[src/hdl/bpd_pkg.sv]
// Shared types and constants for the bit-angle-modulation pin plane driver.
// No dependencies; used by every module in hdl/.
package bpd_pkg;

  localparam int PIN_COUNT = 16;
  localparam int PIN_W     = $clog2(PIN_COUNT);
  localparam int VAL_W     = 8;
  localparam int LEVEL_W   = 16;

  // Operation codes carried in s_tuser
  localparam logic [1:0] OP_WRITE = 2'd0;
  localparam logic [1:0] OP_READ  = 2'd1;
  localparam logic [1:0] OP_PLANE = 2'd2;
  localparam logic [1:0] OP_CLEAR = 2'd3;

  // Request from the sequencer to the brightness store
  typedef struct packed {
    logic             we;
    logic             re;
    logic             clr;
    logic [PIN_W-1:0] addr;
    logic [VAL_W-1:0] wdata;
  } bpd_store_req_t;

endpackage

[src/hdl/bam_pin_plane_driver_core.sv]
// Bit-angle-modulation pin plane driver top level; uses bpd_pkg, bpd_store, bpd_curve.
// Steps from input transfer to result valid: write/clear EXEC, FIN; read EXEC, RDW,
// FIN; plane step EXEC, SCAN, DRAIN, LATCH, FIN. The plane step is set by the 16-entry
// scan of the store's single read port through the shared curve unit.
// One item in flight; FIN waits for the output, and a new input is taken only in IDLE.
// Reset (rst, synchronous): store reads as all zero, pin levels zero.
module bam_pin_plane_driver_core (
  input  logic        clk,
  input  logic        rst,
  input  logic        s_tvalid,
  output logic        s_tready,
  input  logic [1:0]  s_tuser,   // opcode
  input  logic [23:0] s_tdata,   // pin_index[3:0], pin_value[11:4], bit_mask[19:12], pad
  output logic        m_tvalid,
  input  logic        m_tready,
  output logic [23:0] m_tdata    // read_value[7:0], pin_levels[23:8]
);

  localparam logic [2:0] ST_IDLE  = 3'd0;
  localparam logic [2:0] ST_EXEC  = 3'd1;
  localparam logic [2:0] ST_RDW   = 3'd2;
  localparam logic [2:0] ST_SCAN  = 3'd3;
  localparam logic [2:0] ST_DRAIN = 3'd4;
  localparam logic [2:0] ST_LATCH = 3'd5;
  localparam logic [2:0] ST_FIN   = 3'd6;

  logic [2:0]                     state;
  logic [1:0]                     op;
  logic [bpd_pkg::PIN_W-1:0]      pin;
  logic [bpd_pkg::VAL_W-1:0]      value;
  logic [bpd_pkg::VAL_W-1:0]      mask;
  logic [bpd_pkg::PIN_W-1:0]      cnt;
  logic                           rd_pend;
  logic [bpd_pkg::PIN_W-1:0]      rd_idx;
  logic [bpd_pkg::LEVEL_W-1:0]    lev_acc;
  logic [bpd_pkg::LEVEL_W-1:0]    levels;
  logic [bpd_pkg::VAL_W-1:0]      res_value;
  logic [bpd_pkg::VAL_W-1:0]      rdata;
  logic                           hit;
  bpd_pkg::bpd_store_req_t        req;

  assign s_tready = (state == ST_IDLE);

  // Store requests from the sequencer
  always_comb begin
    req.we    = (state == ST_EXEC) && (op == bpd_pkg::OP_WRITE);
    req.clr   = (state == ST_EXEC) && (op == bpd_pkg::OP_CLEAR);
    req.re    = ((state == ST_EXEC) && (op == bpd_pkg::OP_READ)) || (state == ST_SCAN);
    req.addr  = (state == ST_SCAN) ? cnt : pin;
    req.wdata = value;
  end

  bpd_store u_store (
    .clk   (clk),
    .rst   (rst),
    .req   (req),
    .rdata (rdata)
  );

  bpd_curve u_curve (
    .value (rdata),
    .mask  (mask),
    .hit   (hit)
  );

  // Input capture
  always_ff @(posedge clk) begin
    if (s_tvalid && s_tready) begin
      op    <= s_tuser;
      pin   <= s_tdata[3:0];
      value <= s_tdata[11:4];
      mask  <= s_tdata[19:12];
    end
  end

  // Plane accumulator: one pin level per returned store read
  always_ff @(posedge clk) begin
    if (rd_pend) begin
      lev_acc[rd_idx] <= hit;
    end
  end

  // Sequencer
  always_ff @(posedge clk) begin
    if (rst) begin
      state    <= ST_IDLE;
      cnt      <= '0;
      rd_pend  <= 1'b0;
      rd_idx   <= '0;
      levels   <= '0;
      m_tvalid <= 1'b0;
    end else begin
      // result transfer drops valid unless a new result is issued this cycle
      if (m_tvalid && m_tready && (state != ST_FIN)) begin
        m_tvalid <= 1'b0;
      end
      rd_pend <= (state == ST_SCAN);
      rd_idx  <= cnt;
      case (state)
        ST_IDLE: begin
          if (s_tvalid) begin
            res_value <= '0;
            state     <= ST_EXEC;
          end
        end
        ST_EXEC: begin
          case (op)
            bpd_pkg::OP_READ:  state <= ST_RDW;
            bpd_pkg::OP_PLANE: begin
              cnt   <= '0;
              state <= ST_SCAN;
            end
            bpd_pkg::OP_CLEAR: begin
              levels <= '0;
              state  <= ST_FIN;
            end
            default:           state <= ST_FIN;
          endcase
        end
        ST_RDW: begin
          res_value <= rdata;
          state     <= ST_FIN;
        end
        ST_SCAN: begin
          cnt <= cnt + 1'b1;
          if (cnt == bpd_pkg::PIN_W'(bpd_pkg::PIN_COUNT - 1)) begin
            state <= ST_DRAIN;
          end
        end
        ST_DRAIN: begin
          state <= ST_LATCH;
        end
        ST_LATCH: begin
          levels <= lev_acc;
          state  <= ST_FIN;
        end
        ST_FIN: begin
          if (!m_tvalid || m_tready) begin
            m_tvalid <= 1'b1;
            state    <= ST_IDLE;
          end
        end
        default: state <= ST_IDLE;
      endcase
    end
  end

  // Output payload register
  always_ff @(posedge clk) begin
    if ((state == ST_FIN) && (!m_tvalid || m_tready)) begin
      m_tdata <= {levels, res_value};
    end
  end

endmodule

[src/hdl/bpd_store.sv]
// Brightness store: 16 x 8 synchronous memory with registered read.
// Per-entry valid bits give the all-zero reset and the clear of all entries at once.
// Depends on bpd_pkg.
module bpd_store (
  input  logic                        clk,
  input  logic                        rst,
  input  bpd_pkg::bpd_store_req_t     req,
  output logic [bpd_pkg::VAL_W-1:0]   rdata
);

  logic [bpd_pkg::VAL_W-1:0]     mem [bpd_pkg::PIN_COUNT];
  logic [bpd_pkg::PIN_COUNT-1:0] valid;

  // Valid bits: cleared by reset or a clear, set on write
  always_ff @(posedge clk) begin
    if (rst || req.clr) begin
      valid <= '0;
    end else if (req.we) begin
      valid[req.addr] <= 1'b1;
    end
  end

  // Data array write
  always_ff @(posedge clk) begin
    if (req.we) begin
      mem[req.addr] <= req.wdata;
    end
  end

  // Registered read; never-written entries read as zero
  always_ff @(posedge clk) begin
    if (req.re) begin
      rdata <= valid[req.addr] ? mem[req.addr] : '0;
    end
  end

endmodule

[src/hdl/bpd_curve.sv]
// Shared brightness curve unit and bit-plane mask test.
// Depends on bpd_pkg.
module bpd_curve (
  input  logic [bpd_pkg::VAL_W-1:0] value,
  input  logic [bpd_pkg::VAL_W-1:0] mask,
  output logic                      hit
);

  logic [6:0]                high_off;
  logic [8:0]                high_x3;
  logic [bpd_pkg::VAL_W-1:0] low_off;
  logic [bpd_pkg::VAL_W-1:0] curved;

  // Piecewise curve: steep segment above 128, half slope above 16, else v/2
  always_comb begin
    high_off = value[6:0];                          // v - 128 when v > 128
    high_x3  = {1'b0, high_off, 1'b0} + {2'b00, high_off};
    low_off  = value - 8'd16;
    if (value > 8'd128) begin
      curved = 8'd64 + high_x3[8:1];
    end else if (value > 8'd16) begin
      curved = 8'd8 + {1'b0, low_off[7:1]};
    end else begin
      curved = {1'b0, value[7:1]};
    end
    hit = |(curved & mask);
  end

endmodule
[config.mk]
export PLATFORM = sky130hd
export DESIGN_NAME = bam_pin_plane_driver_core
export DESIGN_NICKNAME = d
export VERILOG_FILES = /design/src/hdl/bpd_pkg.sv /design/src/hdl/bam_pin_plane_driver_core.sv /design/src/hdl/bpd_store.sv /design/src/hdl/bpd_curve.sv
export SDC_FILE = /design/constraint.sdc
export NUM_CORES = 1
export LEC_CHECK = 0
export BUFFER_PORTS_ARGS = -buffer_cell sky130_fd_sc_hd__clkbuf_2
export CAP_MARGIN = 20
export CORE_MARGIN = 4
export CORE_UTILIZATION = 50
export CTS_BUF_LIST = sky130_fd_sc_hd__clkbuf_16
export DETAILED_ROUTE_END_ITERATION = 7
export PLACE_DENSITY_LB_ADDON = 0.2
export SKIP_CTS_REPAIR_TIMING = 1
export SKIP_LAST_GASP = 1
export SLEW_MARGIN = 10
export SYNTH_ARGS = -nofsm -noshare
export SYNTH_HDL_FRONTEND = slang
export SYNTH_HIERARCHICAL = 1
export SYNTH_SLANG_ARGS = --single-unit
[constraint.sdc]
create_clock -name clk -period 5.2 [get_ports clk]
set_input_delay 0.52 -clock clk [delete_from_list [all_inputs] [get_ports clk]]
set_output_delay 0.52 -clock clk [all_outputs]
set_load 0.01 [all_outputs]
==> impl_metrics.py <==
metrics = {
    "sta": {
        "setup_viol": 0,
        "setup_tns_ns": 0,
        "final_hold_viol_count": 0,
        "slew_violations": 0,
        "worstMarginPinSlew_ns": 1.150,
        "fin_crit_ns": 3.594,
        "final.period_utilization_pct": 69.12,
        "slew_headroom_pct": 23.07,
        "rsz0062_at_grt": "no",
        "fmax_mhz": 278.2,
        "finClkSkew_ns": 0.007843,
    },
    "logic_synthesis": {
        "yosys.area_share.adder_pct": 2.698,
        "ys_ff_latch": 251,
        "synth_warnings": 6,
        "synth-simple-area-share_pct": 6.707,
        "ys_top_cells_by_count": "edfxtp_1 (206), dfxtp_1 (45), nor2_1 (34)",
        "yosys.area.top_type": "edfxtp_1",
        "seq_area_frac_synth_pct": 70.75,
        "syn_nets": 661,
        "synth_compound_area_share_pct": 7.832,
        "netlist_instances": 610,
        "synth_cell_types": 61,
        "synth_top_family_by_area": "multiplexers",
        "yosysTopAreaCellShare_pct": 61.75,
        "synth_xor_area_share_pct": 0.5246,
        "synth_edf_count": 206,
        "synthFlopType": "edfxtp_1",
        "synth.area.mux_share_pct": 9.331,
        "avgSynthCellArea_sq_um": 16.42,
        "syn_area_sq_mm": 0.01002,
        "yosysMostFrequentCell": "edfxtp_1",
        "async_flop_share_pct": 0,
        "synthTopCellsByArea": "edfxtp_1 (62%), dfxtp_1 (9.0%), mux4_1 (5.5%)",
    },
    "layout": {
        "drive_gt1_share_pct": 18.01,
        "area_growth_pct": 13.32,
        "finish.instance_area_sq_mm": 0.01135,
        "diodes": 0,
        "layout.nets": 725,
        "fillCellCount": 1486,
    },
    "clock_tree": {
        "clockBufferDepth": 3,
        "numCtsBuffers": 26,
        "cts_tree": "yes",
        "cts_sinks": 251,
        "clkTransAtPathRegs_ns": 0.06,
        "clk_latency_ns": 0.52,
        "root_buffer": "clkbuf_16",
        "h-tree-depth": 1,
    },
    "pwr": {
        "total_power_uw": 5027,
        "p_leak_uw": 0.003955,
        "power_density_mw_per_mm2": 442.8,
        "max-vdd-ir-drop_uv": 332.4,
    },
    "setup_path": {
        "worstSetupPathType": "flop to flop",
        "rr_worst_depth": 6,
        "max_stage_delay_ns": 0.96,
        "cp.required_ns": 5.44,
        "crit_chain": "nand3b_2 > mux2_2 > mux4_1 > a22o_1 > nor2_2 > a21oi_1",
        "path_buf_inv": 0,
        "crit_path_top_delay_cell": "mux2_2",
        "r2r-start": "state[1]",
        "arrival_ns": 3.83,
        "r2r_setup_slack_ns": 1.61,
        "crit_family": "multiplexers",
        "cp_max_fo": 40,
        "cp-start-kind": "flop",
        "cp.depth": 6,
        "end_kind": "flop",
        "crit_start": "state[1]",
        "timing.rr.end": "u_store/rdata[6]",
    },
    "global_route": {
        "antenna_found_initial": 0,
        "grt_max_degree": 41,
        "grt-ovfl-total": 0,
        "grt_usage_pct": 16.30,
        "grt_pass1_vias": 5341,
        "grt_pass1_wl_um": 28350,
    },
    "floorplanning": {
        "core-area_sq_mm": 0.01959,
        "die_y_um": 149.5,
        "dieArea_sq_mm": 0.02236,
        "ios": 56,
        "start_util_pct": 51.13,
        "die_w_um": 149.5,
        "core.rowCount": 51,
    },
    "place": {
        "gp_congestion": 0.8089,
        "hpwl_um": 11760,
        "placed_cell_area_sq_mm": 0.01051,
        "portBuffers": 51,
    },
    "routing": {
        "drt-wirelength-per-cell_um": 19.11,
        "ant_nets": 0,
        "avgViaCountPerCell": 5.602,
        "drtIter0Drc": 362,
        "totalWireLength_um": 18330,
        "first_pass_iters": 5,
        "num_vias": 5372,
        "drc_errors": 0,
    },
    "min_path": {
        "whs_endpoint": "mask[1]",
        "worstHoldPathCells": 1,
        "min_path_type": "primary input to flop",
        "min_from": "s_tdata[13]",
    },
    "status": {
        "outcome": "completed",
    },
    "flow_run": {
        "cap_viol_max_count": 0,
    },
}
where the power goes:
group          leakage, uW  internal (uW)  switching, uW
registers          0.00223           2410            156
clock network     0.000421            936            703
logic              0.00130            330            488
per-layer routing:
metal,GRT usage [%],part of all wire [%],vias up
met5,0,0,-
met4,3.936,2.2,0
met3,4.119,6.3,32
met2,28.82,51,169
met1,20.25,41,2635
li1,-,-,2536
final cells by class:
class / instances / area [sq um] / share of cell area, %
well taps: 265 / 331.6 / 2.921
inverters: 16 / 60.06 / 0.5291
multi-input cells: 316 / 2733 / 24.07
clock inverters: 21 / 101.3 / 0.8929
flip-flops and latches: 251 / 7087 / 62.43
clock buffers: 27 / 675.6 / 5.952
repair buffers: 63 / 362.8 / 3.197
state kept, by name, indices dropped and copies added (netlist names), 2 cells and up:
register,cells
pin,4
u_store/valid,16
levels,16
res_value,8
u_store/mem,128
m_tdata,24
rd_idx,4
u_store/rdata,8
op,2
state,3
mask,8
cnt,4
lev_acc,16
value,8
worst max path at each step:
stage                              end  slack, ns
floorplan            u_store/mem[0][0]       2.37
global placement      u_store/rdata[6]       1.60
detailed placement  u_store/mem[15][4]       1.55
CTS                 u_store/mem[15][1]       1.56
global route          u_store/rdata[6]       1.35
finish                u_store/rdata[6]       1.61
layout by cell type, fill, tap and decap left out, drive strengths merged, types with 4 or more instances in the layout:
master	count
mux2	4
a31oi	6
dfxtp	45
inv	28
o21a	17
nand3	7
and3	8
nor2b	7
nand2b	9
a21o	4
ha	20
nand2	24
clkbuf	79
nand3b	5
a21oi	33
buf	11
edfxtp	206
clkinv	9
nor3	13
o21ai	24
a211oi	4
mux4	36
a22oi	16
nor2	36
kinds of logic (layout without fill, tap and decap cells):
family | after synthesis | count (layout)
flops | 251 | 251
simple gates | 128 | 128
compound gates | 121 | 121
mux | 40 | 40
fa+ha+maj | 21 | 21
xor+xnor | 6 | 6
buf+inv | 43 | 127
stage by stage:
stage | hold WS, ns | worst slack [ns] | utilization, % | instances
after floorplan | 0.4003 | 2.374 | - | 610
final | 0.1746 | 1.606 | 57.94 | 959
after detailed placement | 0.4089 | 1.551 | 53.66 | 905
after global routing | 0.1495 | 1.346 | 57.94 | 959
after CTS | 0.1483 | 1.557 | 57.62 | 953
after global placement | 0.4055 | 1.598 | 53.66 | 905
Note: power is estimated with default switching activity, not from simulation.
